==> src/rtl/gap_pkg.sv <==
`timescale 1ns / 1ps
// ----------------------------------------------------------------------------
// gap_pkg: shared types and constants for the glyph atlas shelf packer
// Item, result and shelf state types, config indexes, sizing helpers.
// ----------------------------------------------------------------------------
package gap_pkg;

	localparam int MAX_ATLAS_HEIGHT_DEF = 4096;

	// config register indexes
	localparam logic CFG_FONT_PIXEL_SIZE = 1'b0;
	localparam logic CFG_GLYPH_PADDING   = 1'b1;

	localparam int CFG_INDEX_W = 1;
	localparam int CFG_DATA_W  = 10;

	localparam logic [9:0] FONT_PIXEL_SIZE_RST = 10'd16;
	localparam logic [5:0] GLYPH_PADDING_RST   = 6'd1;

	localparam logic [15:0] SAT13_MAX = 16'd8191;
	localparam logic [15:0] ROW_ROUND = 16'd255;
	localparam logic [15:0] ROW_MASK  = 16'hFF00;

	typedef struct packed {
		logic [15:0] glyph_id;
		logic [9:0]  glyph_width;
		logic [9:0]  glyph_height;
	} glyph_t;

	typedef struct packed {
		logic        placed;
		logic [15:0] glyph_tag;
		logic [12:0] region_left;
		logic [12:0] region_top;
		logic [9:0]  region_width;
		logic [9:0]  region_height;
		logic [12:0] atlas_rows;
	} region_t;

	typedef struct packed {
		logic        atlas_ready;
		logic [12:0] atlas_width;
		logic [13:0] atlas_height;
		logic [12:0] pen_x;
		logic [12:0] pen_y;
		logic [9:0]  shelf_height;
	} shelf_state_t;

	function automatic logic [12:0] sat13(input logic [15:0] v);
		return (v > SAT13_MAX) ? 13'h1FFF : v[12:0];
	endfunction

	// atlas width tier from font size
	function automatic logic [12:0] tier_width(input logic [9:0] fs);
		logic [12:0] w;
		if (fs <= 10'd16)       w = 13'd512;
		else if (fs <= 10'd32)  w = 13'd768;
		else if (fs <= 10'd48)  w = 13'd1024;
		else if (fs <= 10'd64)  w = 13'd1536;
		else if (fs <= 10'd256) w = 13'd2048;
		else                    w = 13'd4096;
		return w;
	endfunction

endpackage

==> src/rtl/gap_stream_if.sv <==
`timescale 1ns / 1ps
// ----------------------------------------------------------------------------
// gap_stream_if: valid/ready request channel
// Carries one payload of type T per request.
// ----------------------------------------------------------------------------
interface gap_stream_if #(
	parameter type T = logic
);
	logic valid;
	logic ready;
	T     data;

	modport source (output valid, output data, input ready);
	modport sink   (input valid, input data, output ready);
endinterface

==> src/rtl/gap_place.sv <==
`timescale 1ns / 1ps
// ----------------------------------------------------------------------------
// gap_place: shelf placement for one glyph
// Sizes the atlas on first use, wraps shelves, grows the height, checks limit.
// ----------------------------------------------------------------------------
module gap_place #(
	parameter int MAX_ATLAS_HEIGHT = gap_pkg::MAX_ATLAS_HEIGHT_DEF
) (
	input  gap_pkg::glyph_t       item,
	input  gap_pkg::shelf_state_t cur,
	input  logic [9:0]            font_pixel_size,
	input  logic [5:0]            glyph_padding,
	output gap_pkg::region_t      res,
	output gap_pkg::shelf_state_t nxt
);
	logic [12:0] width_e;
	logic [13:0] height_e;
	logic [12:0] pen_x1, pen_x2, pen_y2;
	logic [9:0]  shelf2;
	logic [15:0] reach, need, grown;
	logic        wrap, grow, fail;
	logic [13:0] height_n;

	always_comb begin
		if (cur.atlas_ready) begin
			width_e  = cur.atlas_width;
			height_e = cur.atlas_height;
		end else begin
			width_e  = gap_pkg::tier_width(font_pixel_size);
			height_e = (font_pixel_size <= 10'd256) ? 14'd256 : 14'd512;
		end

		pen_x1 = gap_pkg::sat13(16'(cur.pen_x) + 16'(glyph_padding));
		reach  = 16'(pen_x1) + 16'(item.glyph_width) + 16'(glyph_padding);
		wrap   = 16'(width_e) < reach;

		if (wrap) begin
			pen_x2 = 13'(glyph_padding);
			pen_y2 = gap_pkg::sat13(16'(cur.pen_y) + 16'(cur.shelf_height)
				+ 16'({glyph_padding, 1'b0}));
			shelf2 = '0;
		end else begin
			pen_x2 = pen_x1;
			pen_y2 = cur.pen_y;
			shelf2 = cur.shelf_height;
		end

		need  = 16'(pen_y2) + 16'(item.glyph_height) + 16'(glyph_padding);
		grown = (need + gap_pkg::ROW_ROUND) & gap_pkg::ROW_MASK;
		grow  = 16'(height_e) < need;
		fail  = grow && (16'(MAX_ATLAS_HEIGHT) < grown);
		height_n = (grow && !fail) ? grown[13:0] : height_e;

		res.placed        = !fail;
		res.glyph_tag     = item.glyph_id;
		res.region_left   = fail ? '0 : pen_x2;
		res.region_top    = fail ? '0 : pen_y2;
		res.region_width  = fail ? '0 : item.glyph_width;
		res.region_height = fail ? '0 : item.glyph_height;
		res.atlas_rows    = gap_pkg::sat13(16'(height_n));

		nxt.atlas_ready  = 1'b1;
		nxt.atlas_width  = width_e;
		nxt.atlas_height = height_n;
		nxt.pen_y        = pen_y2;
		if (fail) begin
			nxt.pen_x        = pen_x2;
			nxt.shelf_height = shelf2;
		end else begin
			nxt.pen_x = gap_pkg::sat13(16'(pen_x2) + 16'(item.glyph_width)
				+ 16'(glyph_padding));
			nxt.shelf_height = (item.glyph_height > shelf2) ? item.glyph_height : shelf2;
		end
	end
endmodule

==> src/rtl/glyph_atlas_shelf_packer.sv <==
`timescale 1ns / 1ps
// ----------------------------------------------------------------------------
// glyph_atlas_shelf_packer: shelf packer for a growing glyph atlas
// Places each glyph request on the current shelf and reports its region.
// ----------------------------------------------------------------------------
// Path: the request is held in the input register, then placement
//   writes the result register, which holds while stalled.
// Throughput: one glyph per cycle while the result is not stalled; the
//   pen state loop closes through the placement logic, so consecutive
//   glyphs never wait on it.
// Reset (arst_n low): atlas unsized, pen and shelf at zero, font size 16,
//   padding 1, both stages empty.
module glyph_atlas_shelf_packer #(
	parameter int MAX_ATLAS_HEIGHT = gap_pkg::MAX_ATLAS_HEIGHT_DEF
) (
	input  logic                            clk,
	input  logic                            arst_n,
	input  logic                            cfg_we,
	input  logic [gap_pkg::CFG_INDEX_W-1:0] cfg_index,
	input  logic [gap_pkg::CFG_DATA_W-1:0]  cfg_wdata,
	gap_stream_if.sink                      glyph,
	gap_stream_if.source                    region
);
	// configuration
	logic [9:0] font_pixel_size_q;
	logic [5:0] glyph_padding_q;

	// input stage
	logic            valid_s1;
	gap_pkg::glyph_t item_s1;

	// result stage
	logic             valid_s2;
	gap_pkg::region_t result_s2;

	// packer state and next-state from placement
	gap_pkg::shelf_state_t state_q;
	gap_pkg::shelf_state_t state_nxt;
	gap_pkg::region_t      result_nxt;

	logic advance;

	// the input stage moves on whenever the result register is free or
	// being drained this cycle
	assign advance      = valid_s1 && (!valid_s2 || region.ready);
	assign glyph.ready  = !valid_s1 || advance;
	assign region.valid = valid_s2;
	assign region.data  = result_s2;

	always_ff @(posedge clk or negedge arst_n) begin
		if (!arst_n) begin
			font_pixel_size_q <= gap_pkg::FONT_PIXEL_SIZE_RST;
			glyph_padding_q   <= gap_pkg::GLYPH_PADDING_RST;
		end else if (cfg_we) begin
			unique case (cfg_index)
				gap_pkg::CFG_FONT_PIXEL_SIZE: font_pixel_size_q <= cfg_wdata[9:0];
				gap_pkg::CFG_GLYPH_PADDING:   glyph_padding_q   <= cfg_wdata[5:0];
				default: ;
			endcase
		end
	end

	// input register
	always_ff @(posedge clk or negedge arst_n) begin
		if (!arst_n) begin
			valid_s1 <= 1'b0;
		end else if (glyph.valid && glyph.ready) begin
			valid_s1 <= 1'b1;
		end else if (advance) begin
			valid_s1 <= 1'b0;
		end
	end

	always_ff @(posedge clk) begin
		if (glyph.valid && glyph.ready) begin
			item_s1 <= glyph.data;
		end
	end

	gap_place #(
		.MAX_ATLAS_HEIGHT(MAX_ATLAS_HEIGHT)
	) u_place (
		.item           (item_s1),
		.cur            (state_q),
		.font_pixel_size(font_pixel_size_q),
		.glyph_padding  (glyph_padding_q),
		.res            (result_nxt),
		.nxt            (state_nxt)
	);

	// packer state commits together with the result
	always_ff @(posedge clk or negedge arst_n) begin
		if (!arst_n) begin
			state_q  <= '0;
			valid_s2 <= 1'b0;
		end else if (advance) begin
			state_q  <= state_nxt;
			valid_s2 <= 1'b1;
		end else if (region.ready) begin
			valid_s2 <= 1'b0;
		end
	end

	always_ff @(posedge clk) begin
		if (advance) begin
			result_s2 <= result_nxt;
		end
	end
endmodule

==> src/flat_wrapper.sv <==
// flat-port wrapper written by rule: the top's interface ports become plain ports
module glyph_atlas_shelf_packer_flat 
#(
	parameter int MAX_ATLAS_HEIGHT = gap_pkg::MAX_ATLAS_HEIGHT_DEF
)
  (clk, arst_n, cfg_we, cfg_index, cfg_wdata, glyph_valid, glyph_data, glyph_ready, region_valid, region_data, region_ready);
  gap_stream_if glyph_i ();
  gap_stream_if region_i ();
  input  logic clk;
  input  logic arst_n;
  input  logic cfg_we;
  input  logic [gap_pkg::CFG_INDEX_W-1:0] cfg_index;
  input  logic [gap_pkg::CFG_DATA_W-1:0] cfg_wdata;
  input wire logic [$bits(glyph_i.valid)-1:0] glyph_valid;
  input wire logic [$bits(glyph_i.data)-1:0] glyph_data;
  output wire logic [$bits(glyph_i.ready)-1:0] glyph_ready;
  output wire logic [$bits(region_i.valid)-1:0] region_valid;
  output wire logic [$bits(region_i.data)-1:0] region_data;
  input wire logic [$bits(region_i.ready)-1:0] region_ready;
  assign glyph_i.valid = glyph_valid;
  assign glyph_i.data = glyph_data;
  assign glyph_ready = glyph_i.ready;
  assign region_valid = region_i.valid;
  assign region_data = region_i.data;
  assign region_i.ready = region_ready;
  glyph_atlas_shelf_packer #(.MAX_ATLAS_HEIGHT(MAX_ATLAS_HEIGHT)) u_core (.clk(clk), .arst_n(arst_n), .cfg_we(cfg_we), .cfg_index(cfg_index), .cfg_wdata(cfg_wdata), .glyph(glyph_i), .region(region_i));
endmodule
==> config.mk <==
export PLATFORM = sky130hd
export DESIGN_NAME = glyph_atlas_shelf_packer_flat
export DESIGN_NICKNAME = d
export VERILOG_FILES = /design/src/rtl/gap_pkg.sv /design/src/rtl/gap_stream_if.sv /design/src/rtl/gap_place.sv /design/src/rtl/glyph_atlas_shelf_packer.sv /design/src/flat_wrapper.sv
export SDC_FILE = /design/constraint.sdc
export NUM_CORES = 1
export LEC_CHECK = 0
export BUFFER_PORTS_ARGS = -buffer_cell sky130_fd_sc_hd__buf_2
export CAP_MARGIN = 20
export CORE_AREA = 5 5 108 130
export CTS_CLUSTER_DIAMETER = 100
export DETAILED_ROUTE_END_ITERATION = 10
export DIE_AREA = 0 0 113 135
export HOLD_SLACK_MARGIN = 0.02
export PLACE_DENSITY = 0.76
export SLEW_MARGIN = 10
export SYNTH_ARGS = -nofsm -noshare
export SYNTH_HDL_FRONTEND = slang
export SYNTH_SLANG_ARGS = --single-unit
export TNS_END_PERCENT = 1
==> constraint.sdc <==
create_clock -name clk -period 9.8 [get_ports clk]
set_input_delay 1.96 -clock clk [delete_from_list [all_inputs] [get_ports clk]]
set_output_delay 1.96 -clock clk [all_outputs]
set_load 0.01 [all_outputs]
# == After elaboration in Yosys (flattened, before gate mapping) ==
# Index checks and enable logic that the tools add are counted.
# classes
addsub,8
order_cmp,13
muxes,22
bitwise_logic,1
n_reduce_logical,13
# op_table
operator,count
two-way mux 13 bit,12
adder 13 x 6 -> 14 bit,3
greater-than comparator 14 x 13 -> 1 bit (second input constant),3
two-way mux 10 bit,4
two-way mux 14 bit,2
less-or-equal comparator 10 x 6 -> 1 bit (second input constant),2
adder 15 x 8 -> 16 bit (second input constant),1
less-than comparator 13 x 16 -> 1 bit (first input constant),1
adder 14 x 6 -> 15 bit,1
adder 14 x 7 -> 15 bit,1
greater-than comparator 15 x 13 -> 1 bit (second input constant),1
less-than comparator 14 x 15 -> 1 bit,1
adder 13 x 1 -> 14 bit,1
adder 13 x 10 -> 14 bit,1
less-than comparator 13 x 14 -> 1 bit,1
greater-than comparator 1 x 10 -> 1 bit,1
less-or-equal comparator 10 x 5 -> 1 bit (second input constant),1
less-or-equal comparator 10 x 7 -> 1 bit (second input constant),1
less-or-equal comparator 10 x 9 -> 1 bit (second input constant),1
logical AND 1 bit,4
two-way mux 1 bit,4
AND reduction 2 bit,2
nonzero test 2 bit,2
logical NOT 1 bit,3
other kinds (2),3
# word_totals
regBits,84
in_bits,17
output_inout_bits,3
word_cells,69

# == Longest topological paths before layout ==
# Gate-level depths: netlist (run 1).
# depth
ltp_word,18
depth_mapped,49
depth_no_buf,44

# == Hierarchy ==
# A second synthesis (run 1) with hierarchy kept.
# hier_totals
hier_cells,986
hier_area_um2,9096.2
# by_module_without_submodules
module,instances,cells_per_inst,area_each_um2,seq_area_each_um2
gap_place,1,804,5740.5,0.0
glyph_atlas_shelf_packer,1,182,3355.7,2114.5

# == Worst setup path after synthesis (run 1) ==
# No wires, ideal clock.
# synth_path
path_type,reg-to-reg
start,register u_core.glyph_padding_q[4]
end,register u_core.state_q[35] in the netlist's numbering
setup_time_ns,0.087
t_arrival_ns,9.746
required_time_ns,9.713
setup_slack_ns,-0.033
stages_incl_launch_ff,48
n_path_buf,6
period_less_slack_ns,9.833
cell_sequence,dfrtp_1 > ha_1 > o211a_1 > a21oi_1 > or3_1 > clkbuf_2 > or2_2 > clkbuf_1 > nand2_1 > ha_1 > a21o_1 > a21o_1 > a21o_1 > a21oi_1 > a21o_1 > nor2b_1 > xnor2_1 > ha_1 > [12 not listed] > fa_1 > a211oi_1 > o21bai_1 > a21oi_1 > a21oi_1 > nand2_1 > nor3_1 > o32ai_4 > xor2_2 > inv_1 > ha_1 > a21oi_1 > o22ai_1 > a211oi_2 > o211ai_2 > buf_6 > o211a_1 > a211oi_2
# synth_via
elab_chain_cells,12
elab_cells_between_ends,20
cone_classes,7 x add/sub; 6 x order compare; 6 x mux; 1 x reduce/logical
# synth_rtl
element,line,rtl
from (decl),glyph_atlas_shelf_packer.sv:26,logic [5:0] glyph_padding_q;
from (signal assigned),glyph_atlas_shelf_packer.sv:53,glyph_padding_q <= gap_pkg::GLYPH_PADDING_RST;
from (signal assigned),glyph_atlas_shelf_packer.sv:57,gap_pkg::CFG_GLYPH_PADDING: glyph_padding_q <= cfg_wdata[5:0];
adder 13 x 6 -> 14 bit,gap_place.sv:33,pen_x1 = gap_pkg::sat13(16'(cur.pen_x) + 16'(glyph_padding));
greater-than comparator 14 x 13 -> 1 bit,gap_pkg.sv:50,return (v > SAT13_MAX) ? 13'h1FFF : v[12:0];
two-way mux 13 bit,gap_pkg.sv:50,
adder 13 x 6 -> 14 bit,gap_place.sv:34,reach = 16'(pen_x1) + 16'(item.glyph_width) + 16'(glyph_padding);
less-than comparator 13 x 14 -> 1 bit,gap_place.sv:35,wrap = 16'(width_e) < reach;
two-way mux 13 bit,gap_place.sv:37,if (wrap) begin
adder 13 x 1 -> 14 bit,gap_place.sv:48,need = 16'(pen_y2) + 16'(item.glyph_height) + 16'(glyph_padding);
adder 14 x 6 -> 15 bit,gap_place.sv:48,
adder 15 x 8 -> 16 bit,gap_place.sv:49,grown = (need + gap_pkg::ROW_ROUND) & gap_pkg::ROW_MASK;
less-than comparator 13 x 16 -> 1 bit,gap_place.sv:51,fail = grow && (16'(MAX_ATLAS_HEIGHT) < grown);
logical AND 1 bit,gap_place.sv:51,
two-way mux 13 bit *,gap_place.sv:66,if (fail) begin
to (signal assigned),glyph_atlas_shelf_packer.sv:97,state_q <= state_nxt;
to (decl),glyph_atlas_shelf_packer.sv:37,gap_pkg::shelf_state_t state_q;
# Mark *: on every way between the ends. The rest lies on a longest branch, timed or not.
# A chain may end at the register's enable or synchronous reset.

# == Final worst setup path (run 1) ==
# layout_path
start,register u_core.glyph_padding_q[0]
end,register u_core.state_q[32] in the netlist's numbering
# Same word-level chain as after synthesis.

==> out/qor.log, run 1 <==
[die] die height 135 microns
[timing] period utilisation layout 0.945
[finish] NumNets Final 922
[logic_synthesis] Synth area leaders dfrtp_1 28%, ha_1 11%, a21oi_1 4.4%
[placement] standard cell area after detailed placement 7400 sq um
[worst_setup_path] Worst setup EP type flop
[clocking] clock latency on the worst-skew pair 0.35 ns
[run_status] outcome completed
[placement] placer congestion estimate 0.973
[min_path] hold depth 1
[power_and_ir_drop] power per standard cell area 396 nW/um^2
[worst_setup_path] start-to-end type of the worst setup path reg -> reg
[logic_synthesis] average footprint of a synthesized cell 8.73 sq um
[worst_setup_path] Slowest Stage Delay on Critical Path 0.61 ns
[power_and_ir_drop] IR Drop Worst-Case VDD 216 uV
[die] horizontal extent of the die 113 microns
[grt] met2 GRT Util 0.449
[finish] area taken by flip-flops and latches 2110 sq um
[min_path] startpoint of the lowest-slack hold path u_core.state_q[52]
[worst_setup_path] Setup crit start kind flop
[logic_synthesis] area of the mapped netlist 7120 sq um
[detailed_routing] ratio of routed vias to standard cells 6.09
[worst_setup_path] worst reg2reg startpoint u_core.glyph_padding_q[0]
[timing] clock skew after layout 0.00621 ns
[detailed_routing] average wire per standard cell 18.3 microns
[placement] total of buffers placed on input and output ports 19
[worst_setup_path] largest fanout of any net on the critical path 11
[min_path] Tightest Hold Check Type reg -> reg
[timing] final period demand of the worst path 9.26 ns
[power_and_ir_drop] sum of internal, switching and leakage power 3.08 mW
[grt] residual overflow from global routing 0
[timing] slew at the pin closest to its max-slew limit 0.904 ns
[clocking] buffer depth of the longest clock path 2
[timing] final setup vio count 0
[logic_synthesis] Yosys top cell area share 0.281
[die] overall die area 15300 sq um
[worst_setup_path] Reg2Reg Depth 44
[timing] final hold violation count 0
[finish] fraction of layout instances using a drive strength above 1 0.124
[placement] cell count after placement 983
[worst_setup_path] cell at the slowest stage of the critical path dfstp_2
[clocking] clock transition at the registers of the reported paths 0.07 ns
[detailed_routing] Antenna Violating Nets Remaining 0
[finish] count of antenna diodes in the layout 0
[worst_setup_path] flop2flop setup slack 0.54 ns
[logic_synthesis] part of the Yosys area used for sequential elements 0.297
[min_path] Hold Path End u_core.state_q[52]
[die] floorplan core area 12600 sq um
[timing] final max-slew violation count 0
[die] initial cell density of the core 0.567
[clocking] H-tree Lvls 3
[timing] top achievable clock speed 0.108 GHz
[clocking] clock tree root driver cell clkbuf_16
[worst_setup_path] Crit path arrival time 9.47 ns
[timing] worst relative slew slack 0.397
[logic_synthesis] cell accounting for the most synthesized area dfrtp_1
[clocking] number of hold buffers added after CTS 0
[finish] number of fill cells 1067
[clocking] clock tree from TritonCTS done
[clocking] Post-CTS Setup Bufs 0
[timing] setup repair after global routing missed its margin true
[finish] post-route non-filler standard cell count 1001
[grt] pin count of the biggest net entering global routing 83
[logic_synthesis] Primary FF master, synth dfrtp_1
[grt] met1 global-route usage 0.279
[grt] antenna violations before repair 0
[die] std cell rows 45
[logic_synthesis] fraction of registers with async set/reset 0.976
[finish] post-synthesis to final-layout area growth 9.25%
[grt] most used routing layer in global routing met2
[clocking] number of cells upsized or downsized after cts 0
[clocking] number of buffers created by CTS 9
[power_and_ir_drop] Lkg Pwr 3.58 nW
[placement] Final HPWL DP 13800 microns
[grt] first-pass GRT wire length 29900 microns
[grt] fraction of met3 tracks used by global routing 0.0394
[die] total I/O pin count 20
[detailed_routing] number of remaining DRC errors 0
[logic_synthesis] distinct cell type count of the synthesized netlist 78
[worst_setup_path] required time of the critical path 10.01 ns
[logic_synthesis] gate count of the mapped netlist 815
[placement] worst-case setup slack after placement 0.190 ns
[finish] area of the multi-input gates 4780 sq um
[worst_setup_path] Crit Reg-Reg Endpoint u_core.state_q[32]
[clocking] Sinks on Clock Net 84
[finish] final std cell area, no fill 7780 sq um
[logic_synthesis] Yosys warning count 0
[detailed_routing] Pre-antenna DRT Iters 5
[grt] all-layer global routing usage 0.244
[detailed_routing] number of violations reported at the end of detailed-routing iteration 0 486
[grt] number of global-route vias before repair 6134
[logic_synthesis] synthesis-stage register bit count 84
[detailed_routing] vias post-DR 6095
[flow_run] max capacitance violation total 0
[logic_synthesis] number of synthesized flops with an enable pin 2
[logic_synthesis] number of nets in the synthesized netlist 905
[detailed_routing] wire length reported by the detailed router 18300 microns
[timing] minimum setup slack in the final design 0.543 ns
==> stage by stage <==
stage / setup TNS, ns / utilization / hold WS, ns
5_1_grt: -0.103 / 0.619 / 0.498
2_1_floorplan: 0 / - / 0.445
3_5_place_dp: 0 / 0.590 / 0.463
3_3_place_gp: 0 / 0.590 / 0.462
4_1_cts: 0 / 0.614 / 0.484
6_report: 0 / 0.619 / 0.485
==> cell families (layout without fill, tap and decap cells) <==
| group | count (synthesis) | in the layout | share of synthesized area |
|---|---|---|---|
| simple gates | 294 | 294 | 0.211 |
| compound gates | 217 | 217 | 0.199 |
| flops | 84 | 84 | 0.297 |
| fa+ha+maj | 74 | 74 | 0.142 |
| buf+inv | 65 | 87 | 0.0376 |
| xor+xnor | 44 | 44 | 0.0563 |
| mux | 37 | 37 | 0.0564 |
==> routing by layer <==
metal / part of all wire / routed length (microns)
met1: 0.40 / 7260
met4: 0.036 / 660
met3: 0.043 / 789
met2: 0.52 / 9600
met5: 0 / 0
==> worst max-delay path by stage <==
stage | startpoint | slack (ns) | endpoint | cells after the start
2_1_floorplan | u_core.glyph_padding_q[4] | 0.13 | u_core.state_q[35] | 47
3_3_place_gp | u_core.glyph_padding_q[0] | 0.57 | u_core.state_q[34] | 43
3_5_place_dp | u_core.state_q[24] | 0.19 | u_core.state_q[34] | 43
4_1_cts | u_core.state_q[24] | 0.1 | u_core.state_q[34] | 43
5_1_grt | u_core.glyph_padding_q[0] | -0.03 | u_core.state_q[30] | 45
6_report | u_core.glyph_padding_q[0] | 0.54 | u_core.state_q[32] | 44
==> sequential cells by signal, summed over array words and instances (netlist names) <==
signal,flops
u_core.state_q,64
u_core.font_pixel_size_q,10
u_core.glyph_padding_q,6
u_core.item_s1,1
u_core.region.data,1
u_core.region.valid,1
u_core.valid_s1,1
==> cell type report <==
cell class / instances / share of cell area
sequential: 84 / 0.272
inverter: 35 / 0.0169
clock buffer: 9 / 0.0290
tap: 164 / 0.0264
timing repair buffer: 36 / 0.0317
multi-input combinational: 666 / 0.614
clock inverter: 7 / 0.00965
==> cell usage in the layout (no fill, tap or decap), types with 23 or more instances in the layout <==
cell type  netlist  final
inv_1           35     35
ha_1            61     61
xnor2_1         28     28
and2_1          30     30
mux2_2          24     24
a21oi_1         63     60
o21ai_0         45     44
nand2_1         80     80
nor2_1          61     60
nor2b_1         23     23
dfrtp_1         80     80
==> cells in the mapped netlist (13+ instances only) <==
| cell | count |
|---|---|
| a21o_1 | 22 |
| a21oi_1 | 63 |
| a31oi_1 | 13 |
| and2_1 | 30 |
| clkbuf_1 | 20 |
| dfrtp_1 | 80 |
| ha_1 | 61 |
| inv_1 | 35 |
| mux2_2 | 24 |
| nand2_1 | 80 |
| nand2b_1 | 15 |
| nand3_1 | 19 |
| nor2_1 | 61 |
| nor2b_1 | 23 |
| nor3_1 | 14 |
| o21ai_0 | 45 |
| xnor2_1 | 28 |
| xor2_1 | 14 |
==> report_power, final <==
part	leakage [nW]	switching, mW	internal (mW)
Combinational	2.39	1.31	0.912
Sequential	1.05	0.0876	0.422
Clock	0.138	0.152	0.199
==> worst max-delay path, delay by kind of cell (launching register included) <==
family / cells / cell delay (ns)
AOI/OAI and AO/OA: 16 / 3.04
adders and majority gates: 7 / 2.24
and+or+nand+nor: 12 / 1.65
xor gates and xnor gates: 3 / 0.68
DFF: 1 / 0.61
muxes: 2 / 0.48
buffers and inverters: 4 / 0.42
Power figures use the tool's default switching activity.
==> run 2, diff against run 1 <==
--- a/config.mk
+++ b/config.mk
@@ -7,10 +7,10 @@
 export LEC_CHECK = 0
 export BUFFER_PORTS_ARGS = -buffer_cell sky130_fd_sc_hd__buf_2
 export CAP_MARGIN = 20
-export CORE_AREA = 5 5 108 130
+export CORE_AREA = 8 8 111 133
 export CTS_CLUSTER_DIAMETER = 100
 export DETAILED_ROUTE_END_ITERATION = 10
-export DIE_AREA = 0 0 113 135
+export DIE_AREA = 0 0 119 141
 export HOLD_SLACK_MARGIN = 0.02
 export PLACE_DENSITY = 0.76
 export SLEW_MARGIN = 10
==> run 2 against run 1 <==
Worst hold slack lost 0.0012 ns; utilization grew 1.2 points; register-to-register slack lost 0.17 ns; clock skew grew 0.0030 ns; die area grew 10%; critical path depth grew 1; global-route usage shrank 2.1 points; non-clock buffer count grew 13; largest cell class unchanged.
==> out/qor.log, run 2 (synthesized netlist as in run 1, its figures left out) <==
[run_status] outcome completed
[min_path] Tightest Hold Check Type reg -> reg
[die] overall die area 16800 sq um
[finish] count of antenna diodes in the layout 0
[grt] antenna violations before repair 0
[detailed_routing] wire length reported by the detailed router 18600 microns
[clocking] Sinks on Clock Net 84
[timing] final period demand of the worst path 9.42 ns
[detailed_routing] ratio of routed vias to standard cells 6.09
[worst_setup_path] Setup crit start kind flop
[detailed_routing] number of remaining DRC errors 0
[grt] residual overflow from global routing 0
[worst_setup_path] required time of the critical path 10.08 ns
[placement] Final HPWL DP 14000 microns
[timing] top achievable clock speed 0.106 GHz
[finish] flip-flop count of the largest register after layout 64
[clocking] number of hold buffers added after CTS 0
[timing] final hold violation count 0
[worst_setup_path] Worst setup EP type flop
[die] std cell rows 45
[timing] period utilisation layout 0.962
[grt] pin count of the biggest net entering global routing 83
[die] die height 141 microns
[grt] number of global-route vias before repair 6043
[timing] final setup vio count 0
[clocking] clock transition at the registers of the reported paths 0.07 ns
[die] floorplan core area 12600 sq um
[die] initial cell density of the core 0.567
[die] total I/O pin count 20
[worst_setup_path] largest fanout of any net on the critical path 15
[clocking] clock tree from TritonCTS done
[detailed_routing] Antenna Violating Nets Remaining 0
[timing] minimum setup slack in the final design 0.375 ns
[finish] register with the most flip-flops u_core.state_q
[finish] post-synthesis to final-layout area growth 11.4%
[placement] total of buffers placed on input and output ports 19
[worst_setup_path] start-to-end type of the worst setup path reg -> reg
[grt] all-layer global routing usage 0.223
[clocking] H-tree Lvls 3
[finish] fraction of layout instances using a drive strength above 1 0.146
[detailed_routing] Pre-antenna DRT Iters 5
[placement] worst-case setup slack after placement 0.0140 ns
[clocking] clock tree root driver cell clkbuf_16
[timing] clock skew after layout 0.00916 ns
[timing] worst relative slew slack 0.361
[grt] first-pass GRT wire length 29900 microns
[finish] number of fill cells 1047
[finish] core occupancy in the finished layout 0.632
[die] horizontal extent of the die 119 microns
[clocking] number of buffers created by CTS 9
[placement] placer congestion estimate 0.938
[finish] commonest cells after routing, fill and taps aside 80 x nand2_1, 80 x dfrtp_1, 60 x nor2_1, 60 x ha_1, 59 x a21oi_1
[detailed_routing] average wire per standard cell 18.4 microns
[timing] final max-slew violation count 0
[worst_setup_path] cell at the slowest stage of the critical path dfstp_2
[worst_setup_path] Slowest Stage Delay on Critical Path 0.59 ns
[placement] cell count after placement 984
[clocking] buffer depth of the longest clock path 2
[timing] slew at the pin closest to its max-slew limit 0.946 ns
[detailed_routing] vias post-DR 6172
[worst_setup_path] Crit path arrival time 9.71 ns
[finish] post-route non-filler standard cell count 1014
[clocking] clock latency on the worst-skew pair 0.36 ns
[finish] NumNets Final 935
[timing] Setup TNS Final 0 ns
[detailed_routing] number of violations reported at the end of detailed-routing iteration 0 384
[flow_run] max capacitance violation total 0
[finish] top flop regs u_core.state_q (64), u_core.font_pixel_size_q (10), u_core.glyph_padding_q (6)
run 2: final cells by class:
type | count | area, sq um | share of cell area
clock buffer | 9 | 225 | 0.0284
clock inverter | 7 | 80.1 | 0.0101
inverter | 35 | 131 | 0.0166
multi-input combinational | 666 | 4820 | 0.608
sequential | 84 | 2110 | 0.267
tap | 164 | 205 | 0.0259
timing repair buffer | 49 | 350 | 0.0442
run 2: worst paths after layout:
path | start | endpoint | slack [ns] | depth (start not counted)
hold / removal | u_core.state_q[56] | u_core.state_q[56] | 0.48 | 1
min in group asynchronous | arst_n | u_core.font_pixel_size_q[7] | 1.55 | 1
setup reg to reg | u_core.glyph_padding_q[0] | u_core.state_q[34] | 0.38 | 45
max in group asynchronous | arst_n | u_core.font_pixel_size_q[4] | 7.61 | 2
hold reg to reg | u_core.state_q[56] | u_core.state_q[56] | 0.48 | 1
setup / recovery | u_core.glyph_padding_q[0] | u_core.state_q[34] | 0.38 | 45
run 2: timing repair:
action,CTS,global route
endpoints found under the setup margin,1,29
pin swaps,0,6
resized for setup,2,17
setup buffers,0,13
run 2: stage by stage:
step | cell area (sq um) | hold WS, ns
after CTS | 7720 | 0.484
after global placement | 7410 | 0.463
after global routing | 7930 | 0.500
final | 7930 | 0.484
after floorplan | 7120 | 0.445
after detailed placement | 7410 | 0.463
run 2: worst max-delay path, delay by kind of cell, from the launching register on:
kind	cells	cell delay, ns
AO/OA/AOI/OAI	19	3.48
XOR/XNOR	2	0.55
adder cells (fa/ha/maj)	6	2.02
buffers and inverters	5	0.69
flip-flops	1	0.59
multiplexers	1	0.21
AND/OR/NAND/NOR	12	1.78
run 2: routing by layer:
metal,vias up,part of all wire,track usage,wire length (microns)
met5,-,0,0,0
met4,0,0.036,0.117,666
met3,48,0.038,0.0284,699
met2,157,0.53,0.404,9800
met1,2989,0.40,0.248,7450
li1,2978,-,-,-
Power of run 2 is left out: the tool's default activity adds up to more than one toggle a clock period on the data nets, which glitch-free logic cannot reach.
==> run 3, diff against run 2 <==
--- a/config.mk
+++ b/config.mk
@@ -12,6 +12,7 @@
 export DETAILED_ROUTE_END_ITERATION = 10
 export DIE_AREA = 0 0 119 141
 export HOLD_SLACK_MARGIN = 0.02
+export MAX_ROUTING_LAYER = met4
 export PLACE_DENSITY = 0.76
 export SLEW_MARGIN = 10
 export SYNTH_ARGS = -nofsm -noshare
==> run 3 against run 2 <==
Via count grew 0.26%; die area stayed put; non-clock buffer count decreased by 6; worst hold slack worse by 0.0016 ns; largest cell class unchanged; final area is 1.1% lower; setup slack improved by 0.20 ns; register-to-register slack improved by 0.20 ns; maximum frequency is 2.2% higher; sequential cell count unchanged; critical endpoint unchanged.
==> out/qor.log, run 3 (synthesized netlist as in run 1, its figures left out) <==
[detailed_routing] Pre-antenna DRT Iters 6
[detailed_routing] Antenna Violating Nets Remaining 0
[finish] NumNets Final 929
[clocking] Sinks on Clock Net 84
[timing] final setup vio count 0
[finish] post-route non-filler standard cell count 1008
[detailed_routing] vias post-DR 6188
[placement] Final HPWL DP 14300 microns
[placement] placer congestion estimate 1.03
[finish] fraction of layout instances using a drive strength above 1 0.134
[power_and_ir_drop] Lkg Pwr 3.61 nW
[timing] final max-slew violation count 0
[grt] residual overflow from global routing 0
[detailed_routing] number of remaining DRC errors 0
[die] die height 141 microns
[finish] commonest cells after routing, fill and taps aside 80 x nand2_1, 80 x dfrtp_1, 61 x ha_1, 60 x nor2_1, 59 x a21oi_1
[finish] number of fill cells 1074
[timing] period utilisation layout 0.941
[grt] pin count of the biggest net entering global routing 61
[detailed_routing] wire length reported by the detailed router 18800 microns
[finish] post-synthesis to final-layout area growth 10.2%
[worst_setup_path] Crit path arrival time 9.48 ns
[grt] all-layer global routing usage 0.228
[clocking] clock tree from TritonCTS done
[timing] final hold violation count 0
[worst_setup_path] required time of the critical path 10.06 ns
[die] overall die area 16800 sq um
[finish] top flop regs u_core.state_q (64), u_core.font_pixel_size_q (10), u_core.glyph_padding_q (6)
[worst_setup_path] largest fanout of any net on the critical path 15
[finish] count of antenna diodes in the layout 0
[grt] number of global-route vias before repair 6148
[timing] clock skew after layout 0.00809 ns
[clocking] H-tree Lvls 3
[run_status] outcome completed
[power_and_ir_drop] power per standard cell area 399 nW/um^2
[worst_setup_path] start-to-end type of the worst setup path reg -> reg
[finish] flip-flop count of the largest register after layout 64
[detailed_routing] ratio of routed vias to standard cells 6.14
[placement] cell count after placement 985
[clocking] clock transition at the registers of the reported paths 0.06 ns
[finish] area taken by flip-flops and latches 2110 sq um
[die] initial cell density of the core 0.567
[clocking] clock tree root driver cell clkbuf_16
[placement] worst-case setup slack after placement 0.311 ns
[die] horizontal extent of the die 119 microns
[detailed_routing] average wire per standard cell 18.7 microns
[timing] final period demand of the worst path 9.23 ns
[timing] top achievable clock speed 0.108 GHz
[clocking] buffer depth of the longest clock path 2
[timing] slew at the pin closest to its max-slew limit 0.998 ns
[finish] area of the multi-input gates 4820 sq um
[detailed_routing] number of violations reported at the end of detailed-routing iteration 0 408
[clocking] number of buffers created by CTS 9
[worst_setup_path] Setup crit start kind flop
[worst_setup_path] Slowest Stage Delay on Critical Path 0.46 ns
[worst_setup_path] cell at the slowest stage of the critical path or4_1
[timing] worst relative slew slack 0.326
[clocking] clock latency on the worst-skew pair 0.35 ns
[grt] first-pass GRT wire length 30100 microns
[finish] register with the most flip-flops u_core.state_q
[worst_setup_path] kind of cell adding the most delay to the critical path compound AO/OA/AOI/OAI gates
[worst_setup_path] worst path bufs/invs 3
[die] floorplan core area 12600 sq um
[die] total I/O pin count 20
[flow_run] max capacitance violation total 0
[worst_setup_path] Worst setup EP type flop
[min_path] Tightest Hold Check Type reg -> reg
[power_and_ir_drop] IR Drop Worst-Case VDD 259 uV
[grt] antenna violations before repair 0
[timing] minimum setup slack in the final design 0.575 ns
[die] std cell rows 45
[placement] total of buffers placed on input and output ports 19
## run 3: tightest hold or removal path: stages (launching register included)
cell and delay (ns):
dfrtp_1 0.34, nand2_1 0.05, o21ai_0 0.06
## run 3: path summary, 6_finish.rpt
path	startpoint	end	slack, ns	cells past startpoint
setup / recovery	u_core.state_q[24]	u_core.state_q[34]	0.57	42
hold / removal	u_core.state_q[59]	u_core.state_q[59]	0.48	2
setup reg to reg	u_core.state_q[24]	u_core.state_q[34]	0.57	42
hold reg to reg	u_core.state_q[59]	u_core.state_q[59]	0.48	2
max in group asynchronous	arst_n	u_core.state_q[18]	7.17	2
min in group asynchronous	arst_n	u_core.font_pixel_size_q[7]	1.50	1
## run 3: cell type report
type                       count  area share
inverter                      35      0.0167
clock inverter                 6     0.00829
tap                          164      0.0262
sequential                    84       0.269
clock buffer                  10      0.0292
multi-input combinational    666       0.614
timing repair buffer          43      0.0364
## run 3: metrics by stage
stage                      util  setup TNS (ns)  power, mW  instance area, sq um  hold WS [ns]
after floorplan               -               0       2.17                  7120         0.445
after global placement    0.591               0       2.61                  7420         0.462
after detailed placement  0.591               0       2.68                  7420         0.463
after CTS                 0.614               0       3.04                  7710         0.483
after global routing      0.625         -0.0458       3.41                  7850         0.497
final                     0.625               0       3.13                  7850         0.482
## run 3: routing by layer
metal | global-route usage | share of wire | vias to the layer above
li1 | - | - | 2951
met1 | 0.245 | 0.40 | 3003
met2 | 0.395 | 0.51 | 174
met3 | 0.0372 | 0.040 | 60
met4 | 0.126 | 0.048 | 0
met5 | - | 0 | -
## run 3: report_power, final
group	leakage, nW	internal (mW)	switching, mW
clock	0.131	0.197	0.145
combinational	2.42	0.955	1.32
sequential	1.05	0.422	0.0917
## run 3: repair_timing
item / 4_1_cts / 5_1_grt
gates resized for setup: 0 / 16
endpoints found under the setup margin: 0 / 29
hold buffers: 0 / 0
buffers inserted: 0 / 7
